## src/cwre_pkg.sv

```systemverilog
// ----------------------------------------------------------------------------
// cwre_pkg: shared constants and types of the centered window RMS envelope
// Widths, memory geometry, register indexes and the command and status
// groups that pass between the controller and the datapath.
// ----------------------------------------------------------------------------
`default_nettype none

package cwre_pkg;

  localparam int SAMPLE_W   = 16;
  localparam int HIST_DEPTH = 128;
  localparam int HIST_AW    = $clog2(HIST_DEPTH);
  localparam int MAX_HALF   = 63;
  localparam int HALF_W     = $clog2(MAX_HALF + 1);
  localparam int POS_W      = 16;
  localparam int WIN_W      = 7;
  localparam int CNT_W      = 7;
  localparam int SQ_W       = 2 * SAMPLE_W;
  localparam int SUM_W      = 37;
  localparam int ROOT_W     = (SUM_W + 1) / 2;
  localparam int RMS_W      = 16;
  localparam int DCNT_W     = $clog2(SUM_W);
  localparam int SCNT_W     = $clog2(ROOT_W);
  localparam int CFG_AW     = 1;
  localparam int CFG_DW     = 16;

  localparam logic [CFG_AW-1:0] CFG_IDX_WINDOW = 1'd0;
  localparam logic [CFG_AW-1:0] CFG_IDX_FRAME  = 1'd1;

  // Commands from the controller to the datapath.
  typedef struct packed {
    logic               wr_sample;
    logic [HIST_AW-1:0] wr_addr;
    logic               clr_sum;
    logic               sq_sample;
    logic               sq_mem;
    logic               acc_add;
    logic               acc_sub;
    logic               rd_en;
    logic [HIST_AW-1:0] rd_addr;
    logic               root_start;
    logic [CNT_W-1:0]   count;
    logic               load_out;
    logic               out_last;
  } cwre_cmd_t;

  // Status from the datapath to the controller.
  typedef struct packed {
    logic root_busy;
    logic out_full;
  } cwre_stat_t;

endpackage

`default_nettype wire

```

## src/cwre_dp.sv

```systemverilog
// ----------------------------------------------------------------------------
// cwre_dp: datapath of the centered window RMS envelope
// Sample history memory, squarer, running sum of squares, a bit-serial
// divider followed by a bit-serial square root, and the output register.
// ----------------------------------------------------------------------------
`default_nettype none

module cwre_dp (
  input  wire                           clk,
  input  wire                           rst_n,
  input  wire cwre_pkg::cwre_cmd_t      cmd,
  output cwre_pkg::cwre_stat_t          stat,
  input  wire [cwre_pkg::SAMPLE_W-1:0]  in_sample,
  output logic                          out_valid,
  input  wire                           out_ready,
  output logic [cwre_pkg::RMS_W-1:0]    out_rms,
  output logic                          out_last
);

  logic [cwre_pkg::SAMPLE_W-1:0] hist_mem [cwre_pkg::HIST_DEPTH];
  logic [cwre_pkg::SAMPLE_W-1:0] rdata_r;
  logic [cwre_pkg::SAMPLE_W-1:0] samp_r;
  logic [cwre_pkg::SQ_W-1:0]     sq_r;
  logic [cwre_pkg::SUM_W-1:0]    sum_r;

  logic [cwre_pkg::SUM_W-1:0]    num_r;
  logic [cwre_pkg::CNT_W-1:0]    drem_r;
  logic [cwre_pkg::CNT_W-1:0]    divisor_r;
  logic [cwre_pkg::DCNT_W-1:0]   dcnt_r;
  logic                          div_busy_r;

  logic [2*cwre_pkg::ROOT_W-1:0] rad_r;
  logic [cwre_pkg::ROOT_W:0]     srem_r;
  logic [cwre_pkg::ROOT_W-1:0]   root_r;
  logic [cwre_pkg::SCNT_W-1:0]   scnt_r;
  logic                          sq_busy_r;

  logic                          out_valid_r;
  logic [cwre_pkg::RMS_W-1:0]    out_rms_r;
  logic                          out_last_r;

  logic signed [cwre_pkg::SAMPLE_W-1:0] sq_op;
  logic signed [cwre_pkg::SQ_W-1:0]     sq_prod;
  logic [cwre_pkg::CNT_W:0]             rem_sh;
  logic                                 div_ge;
  logic [cwre_pkg::SUM_W-1:0]           num_nxt;
  logic [cwre_pkg::ROOT_W+2:0]          s_sh;
  logic [cwre_pkg::ROOT_W+2:0]          trial;
  logic                                 sq_ge;
  logic [cwre_pkg::ROOT_W+2:0]          s_diff;
  logic [cwre_pkg::RMS_W-1:0]           rms_sat;

  always_comb begin
    sq_op   = cmd.sq_mem ? rdata_r : samp_r;
    sq_prod = sq_op * sq_op;
    rem_sh  = {drem_r, num_r[cwre_pkg::SUM_W-1]};
    div_ge  = rem_sh >= {1'b0, divisor_r};
    num_nxt = {num_r[cwre_pkg::SUM_W-2:0], div_ge};
    s_sh    = {srem_r, rad_r[2*cwre_pkg::ROOT_W-1 -: 2]};
    trial   = {1'b0, root_r, 2'b01};
    sq_ge   = s_sh >= trial;
    s_diff  = s_sh - trial;
    rms_sat = (|root_r[cwre_pkg::ROOT_W-1:cwre_pkg::RMS_W]) ? '1
                                                             : root_r[cwre_pkg::RMS_W-1:0];
  end

  // History memory: one write and one registered read port.
  always_ff @(posedge clk) begin
    if (cmd.wr_sample) begin
      hist_mem[cmd.wr_addr] <= in_sample;
    end
    if (cmd.rd_en) begin
      rdata_r <= hist_mem[cmd.rd_addr];
    end
  end

  always_ff @(posedge clk) begin
    if (cmd.wr_sample) begin
      samp_r <= in_sample;
    end
    if (cmd.sq_sample || cmd.sq_mem) begin
      sq_r <= unsigned'(sq_prod);
    end
  end

  always_ff @(posedge clk) begin
    if (!rst_n) begin
      sum_r <= '0;
    end else if (cmd.clr_sum) begin
      sum_r <= '0;
    end else if (cmd.acc_add) begin
      sum_r <= sum_r + {{(cwre_pkg::SUM_W-cwre_pkg::SQ_W){1'b0}}, sq_r};
    end else if (cmd.acc_sub) begin
      sum_r <= sum_r - {{(cwre_pkg::SUM_W-cwre_pkg::SQ_W){1'b0}}, sq_r};
    end
  end

  // Restoring divide of the sum by the window count, one quotient bit per
  // cycle, then a digit-by-digit square root of the quotient, one bit per cycle.
  always_ff @(posedge clk) begin
    if (!rst_n) begin
      div_busy_r <= 1'b0;
      sq_busy_r  <= 1'b0;
    end else if (cmd.root_start) begin
      num_r      <= sum_r;
      drem_r     <= '0;
      divisor_r  <= cmd.count;
      dcnt_r     <= cwre_pkg::DCNT_W'(cwre_pkg::SUM_W - 1);
      div_busy_r <= 1'b1;
    end else if (div_busy_r) begin
      drem_r <= div_ge ? cwre_pkg::CNT_W'(rem_sh - {1'b0, divisor_r})
                       : cwre_pkg::CNT_W'(rem_sh);
      num_r  <= num_nxt;
      dcnt_r <= dcnt_r - 1'b1;
      if (dcnt_r == '0) begin
        div_busy_r <= 1'b0;
        rad_r      <= {{(2*cwre_pkg::ROOT_W-cwre_pkg::SUM_W){1'b0}}, num_nxt};
        srem_r     <= '0;
        root_r     <= '0;
        scnt_r     <= cwre_pkg::SCNT_W'(cwre_pkg::ROOT_W - 1);
        sq_busy_r  <= 1'b1;
      end
    end else if (sq_busy_r) begin
      srem_r <= sq_ge ? s_diff[cwre_pkg::ROOT_W:0] : s_sh[cwre_pkg::ROOT_W:0];
      root_r <= {root_r[cwre_pkg::ROOT_W-2:0], sq_ge};
      rad_r  <= {rad_r[2*cwre_pkg::ROOT_W-3:0], 2'b00};
      scnt_r <= scnt_r - 1'b1;
      if (scnt_r == '0) begin
        sq_busy_r <= 1'b0;
      end
    end
  end

  always_ff @(posedge clk) begin
    if (!rst_n) begin
      out_valid_r <= 1'b0;
    end else if (cmd.load_out) begin
      out_valid_r <= 1'b1;
      out_rms_r   <= rms_sat;
      out_last_r  <= cmd.out_last;
    end else if (out_ready) begin
      out_valid_r <= 1'b0;
    end
  end

  assign stat.root_busy = div_busy_r | sq_busy_r;
  assign stat.out_full  = out_valid_r;
  assign out_valid      = out_valid_r;
  assign out_rms        = out_rms_r;
  assign out_last       = out_last_r;

endmodule

`default_nettype wire

```

## src/cwre_ctrl.sv

```systemverilog
// ----------------------------------------------------------------------------
// cwre_ctrl: controller of the centered window RMS envelope
// Holds the configuration registers, frame positions and window geometry,
// and steps the datapath through each sample and each result it owes.
// ----------------------------------------------------------------------------
`default_nettype none

module cwre_ctrl (
  input  wire                          clk,
  input  wire                          rst_n,
  input  wire                          cfg_we,
  input  wire [cwre_pkg::CFG_AW-1:0]   cfg_addr,
  input  wire [cwre_pkg::CFG_DW-1:0]   cfg_wdata,
  input  wire                          in_valid,
  output logic                         in_ready,
  output cwre_pkg::cwre_cmd_t          cmd,
  input  wire cwre_pkg::cwre_stat_t    stat
);

  typedef enum logic [3:0] {
    ST_IDLE, ST_ACC_SQ, ST_ACC_ADD, ST_LOOP,
    ST_ADD_RD, ST_ADD_SQ, ST_ADD_ACC,
    ST_SUB_RD, ST_SUB_SQ, ST_SUB_ACC,
    ST_ROOT_GO, ST_ROOT_WAIT, ST_EMIT
  } state_t;

  state_t                      state_r;
  logic [cwre_pkg::WIN_W-1:0]  window_r;
  logic [cwre_pkg::POS_W-1:0]  frame_length_r;
  logic [cwre_pkg::POS_W-1:0]  pos_r;
  logic [cwre_pkg::POS_W-1:0]  out_pos_r;
  logic [cwre_pkg::POS_W-1:0]  fl_r;
  logic [cwre_pkg::HALF_W-1:0] half_r;
  logic [cwre_pkg::POS_W-1:0]  top_r;
  logic                        acc_r;
  logic                        last_r;
  logic                        any_r;

  logic [cwre_pkg::POS_W-1:0]  new_fl;
  logic [cwre_pkg::POS_W-1:0]  win_1;
  logic [cwre_pkg::POS_W-1:0]  win_cl;
  logic [cwre_pkg::HALF_W-1:0] new_half;
  logic [cwre_pkg::POS_W-1:0]  cur_fl;
  logic [cwre_pkg::POS_W-1:0]  cur_half;
  logic                        cur_last;
  logic [cwre_pkg::POS_W:0]    right;
  logic [cwre_pkg::POS_W:0]    fl_m1;
  logic [cwre_pkg::POS_W:0]    hi;
  logic [cwre_pkg::POS_W:0]    lo;
  logic [cwre_pkg::POS_W:0]    cnt_full;
  logic                        add_ok;
  logic                        sub_ok;
  logic                        more;
  logic                        accept;

  always_comb begin
    new_fl = (frame_length_r == '0) ? cwre_pkg::POS_W'(1) : frame_length_r;
    win_1  = (window_r == '0) ? cwre_pkg::POS_W'(1)
                              : {{(cwre_pkg::POS_W-cwre_pkg::WIN_W){1'b0}}, window_r};
    win_cl = (win_1 > new_fl) ? new_fl : win_1;
    new_half = (win_cl[cwre_pkg::POS_W-1:1] > cwre_pkg::POS_W'(cwre_pkg::MAX_HALF))
             ? cwre_pkg::HALF_W'(cwre_pkg::MAX_HALF)
             : win_cl[cwre_pkg::HALF_W:1];
    cur_fl   = (pos_r == '0) ? new_fl : fl_r;
    cur_half = {{(cwre_pkg::POS_W-cwre_pkg::HALF_W){1'b0}},
                (pos_r == '0) ? new_half : half_r};
    cur_last = ({1'b0, pos_r} + 1'b1) >= {1'b0, cur_fl};

    right    = {1'b0, out_pos_r} + {{(cwre_pkg::POS_W+1-cwre_pkg::HALF_W){1'b0}}, half_r};
    fl_m1    = {1'b0, fl_r} - 1'b1;
    add_ok   = right < {1'b0, fl_r};
    sub_ok   = out_pos_r > {{(cwre_pkg::POS_W-cwre_pkg::HALF_W){1'b0}}, half_r};
    hi       = (right < fl_m1) ? right : fl_m1;
    lo       = (out_pos_r >= {{(cwre_pkg::POS_W-cwre_pkg::HALF_W){1'b0}}, half_r})
             ? right - {{(cwre_pkg::POS_W-cwre_pkg::HALF_W){1'b0}}, half_r, 1'b0}
             : '0;
    cnt_full = hi - lo + 1'b1;
    more     = any_r && (out_pos_r <= top_r);
    accept   = (state_r == ST_IDLE) && in_valid;
  end

  always_ff @(posedge clk) begin
    if (!rst_n) begin
      state_r        <= ST_IDLE;
      window_r       <= cwre_pkg::WIN_W'(1);
      frame_length_r <= cwre_pkg::POS_W'(1024);
      pos_r          <= '0;
      out_pos_r      <= '0;
      fl_r           <= cwre_pkg::POS_W'(1);
      half_r         <= '0;
      top_r          <= '0;
      acc_r          <= 1'b0;
      last_r         <= 1'b0;
      any_r          <= 1'b0;
    end else begin
      if (cfg_we) begin
        unique case (cfg_addr)
          cwre_pkg::CFG_IDX_WINDOW: window_r       <= cfg_wdata[cwre_pkg::WIN_W-1:0];
          cwre_pkg::CFG_IDX_FRAME:  frame_length_r <= cfg_wdata;
          default: ;
        endcase
      end
      unique case (state_r)
        ST_IDLE: begin
          if (in_valid) begin
            if (pos_r == '0) begin
              fl_r      <= new_fl;
              half_r    <= new_half;
              out_pos_r <= '0;
            end
            acc_r  <= pos_r < cur_half;
            last_r <= cur_last;
            any_r  <= cur_last || (pos_r >= cur_half);
            top_r  <= cur_last ? cur_fl - 1'b1 : pos_r - cur_half;
            state_r <= ST_ACC_SQ;
          end
        end
        ST_ACC_SQ:  state_r <= ST_ACC_ADD;
        ST_ACC_ADD: state_r <= ST_LOOP;
        ST_LOOP: begin
          if (more) begin
            state_r <= ST_ADD_RD;
          end else begin
            if (last_r) begin
              pos_r     <= '0;
              out_pos_r <= '0;
            end else begin
              pos_r <= pos_r + 1'b1;
            end
            state_r <= ST_IDLE;
          end
        end
        ST_ADD_RD:  state_r <= ST_ADD_SQ;
        ST_ADD_SQ:  state_r <= ST_ADD_ACC;
        ST_ADD_ACC: state_r <= ST_SUB_RD;
        ST_SUB_RD:  state_r <= ST_SUB_SQ;
        ST_SUB_SQ:  state_r <= ST_SUB_ACC;
        ST_SUB_ACC: state_r <= ST_ROOT_GO;
        ST_ROOT_GO: state_r <= ST_ROOT_WAIT;
        ST_ROOT_WAIT: begin
          if (!stat.root_busy) begin
            state_r <= ST_EMIT;
          end
        end
        ST_EMIT: begin
          if (!stat.out_full) begin
            out_pos_r <= out_pos_r + 1'b1;
            state_r   <= ST_LOOP;
          end
        end
        default: state_r <= ST_IDLE;
      endcase
    end
  end

  always_comb begin
    cmd            = '0;
    cmd.wr_addr    = pos_r[cwre_pkg::HIST_AW-1:0];
    cmd.count      = cnt_full[cwre_pkg::CNT_W-1:0];
    cmd.out_last   = {1'b0, out_pos_r} == fl_m1;
    cmd.rd_addr    = right[cwre_pkg::HIST_AW-1:0];
    unique case (state_r)
      ST_IDLE: begin
        cmd.wr_sample = accept;
        cmd.clr_sum   = accept && (pos_r == '0);
      end
      ST_ACC_SQ:  cmd.sq_sample = 1'b1;
      ST_ACC_ADD: cmd.acc_add   = acc_r;
      ST_LOOP:    cmd.clr_sum   = !more && last_r;
      ST_ADD_RD:  cmd.rd_en     = 1'b1;
      ST_ADD_SQ:  cmd.sq_mem    = 1'b1;
      ST_ADD_ACC: cmd.acc_add   = add_ok;
      ST_SUB_RD: begin
        cmd.rd_en   = 1'b1;
        cmd.rd_addr = out_pos_r[cwre_pkg::HIST_AW-1:0]
                    - {1'b0, half_r} - 1'b1;
      end
      ST_SUB_SQ:  cmd.sq_mem     = 1'b1;
      ST_SUB_ACC: cmd.acc_sub    = sub_ok;
      ST_ROOT_GO: cmd.root_start = 1'b1;
      ST_EMIT:    cmd.load_out   = !stat.out_full;
      default: ;
    endcase
  end

  assign in_ready = (state_r == ST_IDLE);

endmodule

`default_nettype wire

```

## src/centered_window_rms_envelope.sv

```systemverilog
// ----------------------------------------------------------------------------
// centered_window_rms_envelope: RMS envelope over a centered, clipped window
// Top level joining the controller and the datapath.
// ----------------------------------------------------------------------------
// Each signed input sample yields one RMS value for the window of samples
// i-h .. i+h of its frame, clipped at the frame edges, where h is half the
// window size after it is clamped to the frame length. Results lag the input
// by h words, and the last word of a frame flushes the h+1 results still
// owed; the final result of a frame carries tlast. Both registers are
// latched when the first word of a frame arrives, so writes take effect at
// the next frame. The block works on one input word at a time and releases
// the results that a word owes one after another; a result may also wait
// for the output register to empty. The time for each result is set by the
// shared divider, one quotient bit at a time, and square root, one root bit
// at a time, plus the reads, squares and sum updates through the single read
// port of the sample history memory and the hand-off between the steps.
// A finished result waits in the output register while the block goes on
// with the next word.
// ----------------------------------------------------------------------------
`default_nettype none

module centered_window_rms_envelope (
  input  wire                          clk,
  input  wire                          rst_n,
  input  wire                          cfg_we,
  input  wire [cwre_pkg::CFG_AW-1:0]   cfg_addr,
  input  wire [cwre_pkg::CFG_DW-1:0]   cfg_wdata,
  input  wire                          in_tvalid,
  output logic                         in_tready,
  input  wire [15:0]                   in_tdata,   // [15:0] sample
  output logic                         out_tvalid,
  input  wire                          out_tready,
  output logic [15:0]                  out_tdata,  // [15:0] rms_value
  output logic                         out_tlast   // frame_end
);

  cwre_pkg::cwre_cmd_t  cmd;
  cwre_pkg::cwre_stat_t stat;

  // The controller owns all positions and window geometry.
  cwre_ctrl u_ctrl (
    .clk       (clk),
    .rst_n     (rst_n),
    .cfg_we    (cfg_we),
    .cfg_addr  (cfg_addr),
    .cfg_wdata (cfg_wdata),
    .in_valid  (in_tvalid),
    .in_ready  (in_tready),
    .cmd       (cmd),
    .stat      (stat)
  );

  // The datapath holds the history, the sum of squares and the root unit.
  cwre_dp u_dp (
    .clk       (clk),
    .rst_n     (rst_n),
    .cmd       (cmd),
    .stat      (stat),
    .in_sample (in_tdata),
    .out_valid (out_tvalid),
    .out_ready (out_tready),
    .out_rms   (out_tdata),
    .out_last  (out_tlast)
  );

endmodule

`default_nettype wire

```

## config.mk

```make
export PLATFORM = sky130hd
export DESIGN_NAME = centered_window_rms_envelope
export DESIGN_NICKNAME = d
export VERILOG_FILES = /design/src/cwre_pkg.sv /design/src/cwre_dp.sv /design/src/cwre_ctrl.sv /design/src/centered_window_rms_envelope.sv
export SDC_FILE = /design/constraint.sdc
export NUM_CORES = 2
export LEC_CHECK = 0
export BUFFER_PORTS_ARGS = -buffer_cell sky130_fd_sc_hd__buf_4
export CAP_MARGIN = 20
export CELL_PAD_IN_SITES_DETAIL_PLACEMENT = 0
export CELL_PAD_IN_SITES_GLOBAL_PLACEMENT = 1
export CORE_MARGIN = 5
export CORE_UTILIZATION = 45
export CTS_CLUSTER_DIAMETER = 150
export DETAILED_ROUTE_END_ITERATION = 10
export PLACE_DENSITY_LB_ADDON = 0.1
export SKIP_LAST_GASP = 1
export SLEW_MARGIN = 15
export SYNTH_ARGS = -nofsm -noshare
export SYNTH_HDL_FRONTEND = slang
export SYNTH_SLANG_ARGS = --single-unit
```

## constraint.sdc

```tcl
create_clock -name clk -period 21.3 [get_ports clk]
set_clock_uncertainty 0.1 [all_clocks]
set_input_delay 0 -clock clk [delete_from_list [all_inputs] [get_ports clk]]
set_output_delay 0 -clock clk [all_outputs]
set_load 0.05 [all_outputs]
```

==> flow_metrics.tcl <==
set metrics [dict create \
    grt_start_max_net_pins 146 \
    rsz0062_at_grt "no" \
    relSlewSlack_pct 18.7 \
    fin_util_pct 50.6 \
    fin_area_um2 135000 \
    antenna_found_initial 18 \
    leakage_nw 46.9 \
    hold_viol_final 0 \
    postPlaceCellArea_um2 126000 \
    first_global_vias 76500 \
    post_cts_buffers 0 \
    synth_area_um2 121000 \
    powerDensity_nw_per_um2 115 \
    die_y_um 528 \
    num_rows 190 \
    required_ns 21.82 \
    setup_viol 0 \
    worst_pin_slew_ns 1.21 \
    startpoint "u_ctrl.state_r[3]" \
    maxCapViolCount 0 \
    dieArea_um2 279000 \
    ios 57 \
    grt.overflow.total 0 \
    cts_tree "built" \
    port_buffers 56 \
    fin_nets 9449 \
    final_layout_size_suffix_gt1_share_pct 13.7 \
    initial_core_util_pct 45.2 \
    ys.flop_type "edfxtp_1" \
    core_area_um2 268000 \
    cts_hold_buf 80 \
    grt_usage_pct 25.1 \
    drtIter0Drc 6656 \
    min-delay-start "in_tdata[0]" \
    first_pass_iters 5 \
    period_share_pct 43.1 \
    htreeDepth 5 \
    r2r-start "u_ctrl.state_r[3]" \
    worst_slack_ns 12.12 \
    finalSetupTns_ns 0 \
    via_per_inst 5.96 \
    crit_path_start_kind "register" \
    areaGrowthSynthToFinish_pct 12.0 \
    hold_path.class "input pin to register" \
    ant_nets 0 \
    place.gp.congestion 0.863 \
    die_w_um 528 \
    post_drt_wl_per_cell_um 28.2 \
    run_status "completed" \
    ys_seq_area_share_pct 58.6 \
    cp.arrival_ns 9.70 \
    vias 75500 \
    hpwl_mm 223 \
    syn_avg_cell_area_um2 13.9 \
    drv_slew 0 \
    endpoint_kind "register" \
    cts_root_buf "clkbuf_16" \
    clkTransAtPathRegs_ns 0.06 \
    drc_errors 0 \
    fillers 22800 \
    synth_fp_nets 9263 \
    ctsResizeCount 0 \
    insertion_delay_ns 0.90 \
    peakVddDrop_uv 201 \
    clockBufferDepth 4 \
    clock_sinks 2407 \
    yosys_register_bits 2407 \
    wirelength_mm 357 \
    dp_slack_ns 12.11 \
    finalCriticalPeriod_ns 9.18 \
    syn_inst 8718 \
    synth.distinct_cells 92 \
    fmax_ghz 0.109 \
    grt_pass1_wl_mm 522 \
    cts_inserted_buffers 276 \
    synth-edff-count 2267 \
    ys.warnings.count 0 \
    ys_async_sr_fraction_pct 0 \
    crit_type "register to register" \
    worstPathMaxFanout 18 \
]
worst paths after layout:
| path | to | slack, ns | cells after the start |
|---|---|---|---|
| max | u_dp.sq_r[31] | 12.12 | 27 |
| min | u_dp.hist_mem[42][0] | 0.05 | 2 |
| max reg2reg | u_dp.sq_r[31] | 12.12 | 27 |
| min reg2reg | u_ctrl.top_r[9] | 0.37 | 2 |
registers in the layout, summed over array words and instances, names as in the netlist, 16 cells and up:
name	flops
u_ctrl.frame_length_r	16
u_dp.rad_r	38
u_dp.hist_mem	2048
u_dp.srem_r	20
u_dp.sq_r	31
u_dp.num_r	37
u_dp.out_rms	16
u_dp.rdata_r	16
u_dp.sum_r	37
u_dp.samp_r	16
u_dp.root_r	19
u_ctrl.fl_r	16
u_ctrl.pos_r	16
u_ctrl.out_pos_r	16
u_ctrl.top_r	16
cells in the final DEF, fill, tap and decap left out, types with 35 or more instances in the layout:
master / netlist / final
a31oi_1: 55 / 53
nand3_1: 111 / 110
mux2i_1: 908 / 906
buf_4: 60 / 318
nand2_1: 796 / 796
fa_1: 246 / 244
ha_1: 261 / 260
nor3_1: 73 / 70
o211ai_1: 39 / 39
a21o_1: 54 / 54
and3_1: 48 / 48
a211oi_1: 261 / 259
dfxtp_1: 140 / 139
o22ai_1: 36 / 36
mux2_2: 42 / 42
xor2_1: 63 / 61
a22oi_1: 132 / 132
a21boi_0: 42 / 42
dlygate4sd3_1: 0 / 80
xnor2_1: 168 / 163
nor2b_1: 212 / 208
nor2_2: 0 / 51
clkbuf_16: 0 / 282
a311oi_1: 36 / 35
nand4_1: 36 / 36
clkbuf_1: 271 / 77
edfxtp_1: 2267 / 2267
nor2_1: 477 / 424
inv_1: 452 / 451
clkinv_1: 7 / 57
mux4_2: 369 / 369
o21ai_0: 107 / 107
a21oi_1: 424 / 421
cells in the mapped netlist, drive strengths merged (48+ instances only):
master	instances	share of area (%)
and3	48	0.25
nand3	111	0.46
a211oi	261	1.6
o21ai	115	0.48
inv	454	1.4
a22oi	132	0.82
nor3	73	0.30
xor2	63	0.46
edfxtp	2267	56
dfxtp	140	2.3
clkbuf	273	0.86
a31oi	55	0.28
a21o	54	0.34
buf	239	1.1
mux2i	908	7.5
mux4	369	6.9
xnor2	169	1.2
nand2	797	2.5
ha	261	2.7
nor2	479	1.5
fa	246	4.1
a21oi	426	1.8
nor2b	212	1.1
cells by family after synthesis:
family	share of synthesized area, %
multiplexers	14.8
AO/OA/AOI/OAI	7.72
AND/OR/NAND/NOR	6.99
buffers and inverters	3.44
flip-flops	58.6
XOR/XNOR	1.69
adder cells (fa/ha/maj)	6.77
stage by stage:
step / hold WS [ns] / instances / total power [mW]
after floorplan: -0.00113 / 8718 / 9.74
after global placement: 0.128 / 12100 / 11.2
after detailed placement: 0.137 / 12100 / 11.2
after CTS: 0.00585 / 12700 / 15.8
after global routing: 0.0484 / 12700 / 16.6
final: 0.0470 / 12700 / 15.6
metal layers:
metal / global-route usage, % / vias to the layer above / wire length [um]
li1: - / 33300 / -
met1: 34.3 / 39000 / 150000
met2: 41.5 / 2611 / 170000
met3: 3.76 / 584 / 23500
met4: 8.24 / 6 / 13200
met5: 0 / - / 46
power breakdown:
part / internal [mW] / leakage (nW) / switching [mW]
Combinational: 2.39 / 21.3 / 3.22
Clock: 2.59 / 4.13 / 1.93
Sequential: 5.44 / 21.5 / 0.0498
final cells by class:
| class | count | area (um^2) | area share [%] |
|---|---|---|---|
| antenna | 9 | 22.5 | 0.0166 |
| clock buffer | 365 | 7430 | 5.49 |
| clock inverter | 120 | 1060 | 0.780 |
| inverter | 461 | 1740 | 1.28 |
| multi-input combinational | 5338 | 46300 | 34.2 |
| sequential | 2407 | 70900 | 52.4 |
| tap | 3552 | 4440 | 3.28 |
| timing repair buffer | 420 | 3550 | 2.62 |
worst max-delay path: stages, from the launching register on:
cell and delay [ns]:
dfxtp_1 0.51, nand2b_1 0.15, or2_2 0.34, a21oi_2 0.13, buf_4 0.31, mux2i_1 0.75, clkinv_1 0.61, nand2_1 0.31
fa_1 0.45, fa_1 0.51, inv_1 0.05, fa_1 0.48, fa_1 0.54, fa_1 0.52, inv_1 0.06, fa_1 0.48
inv_1 0.04, ha_1 0.33, and3_1 0.23, a221oi_1 0.29, o21ai_0 0.13, a31o_2 0.24, a21o_1 0.22, a31o_2 0.27
a221o_1 0.34, a211o_1 0.27, a21oi_1 0.17, xnor2_1 0.08
No activity file was read; power rests on OpenSTA's default activity.
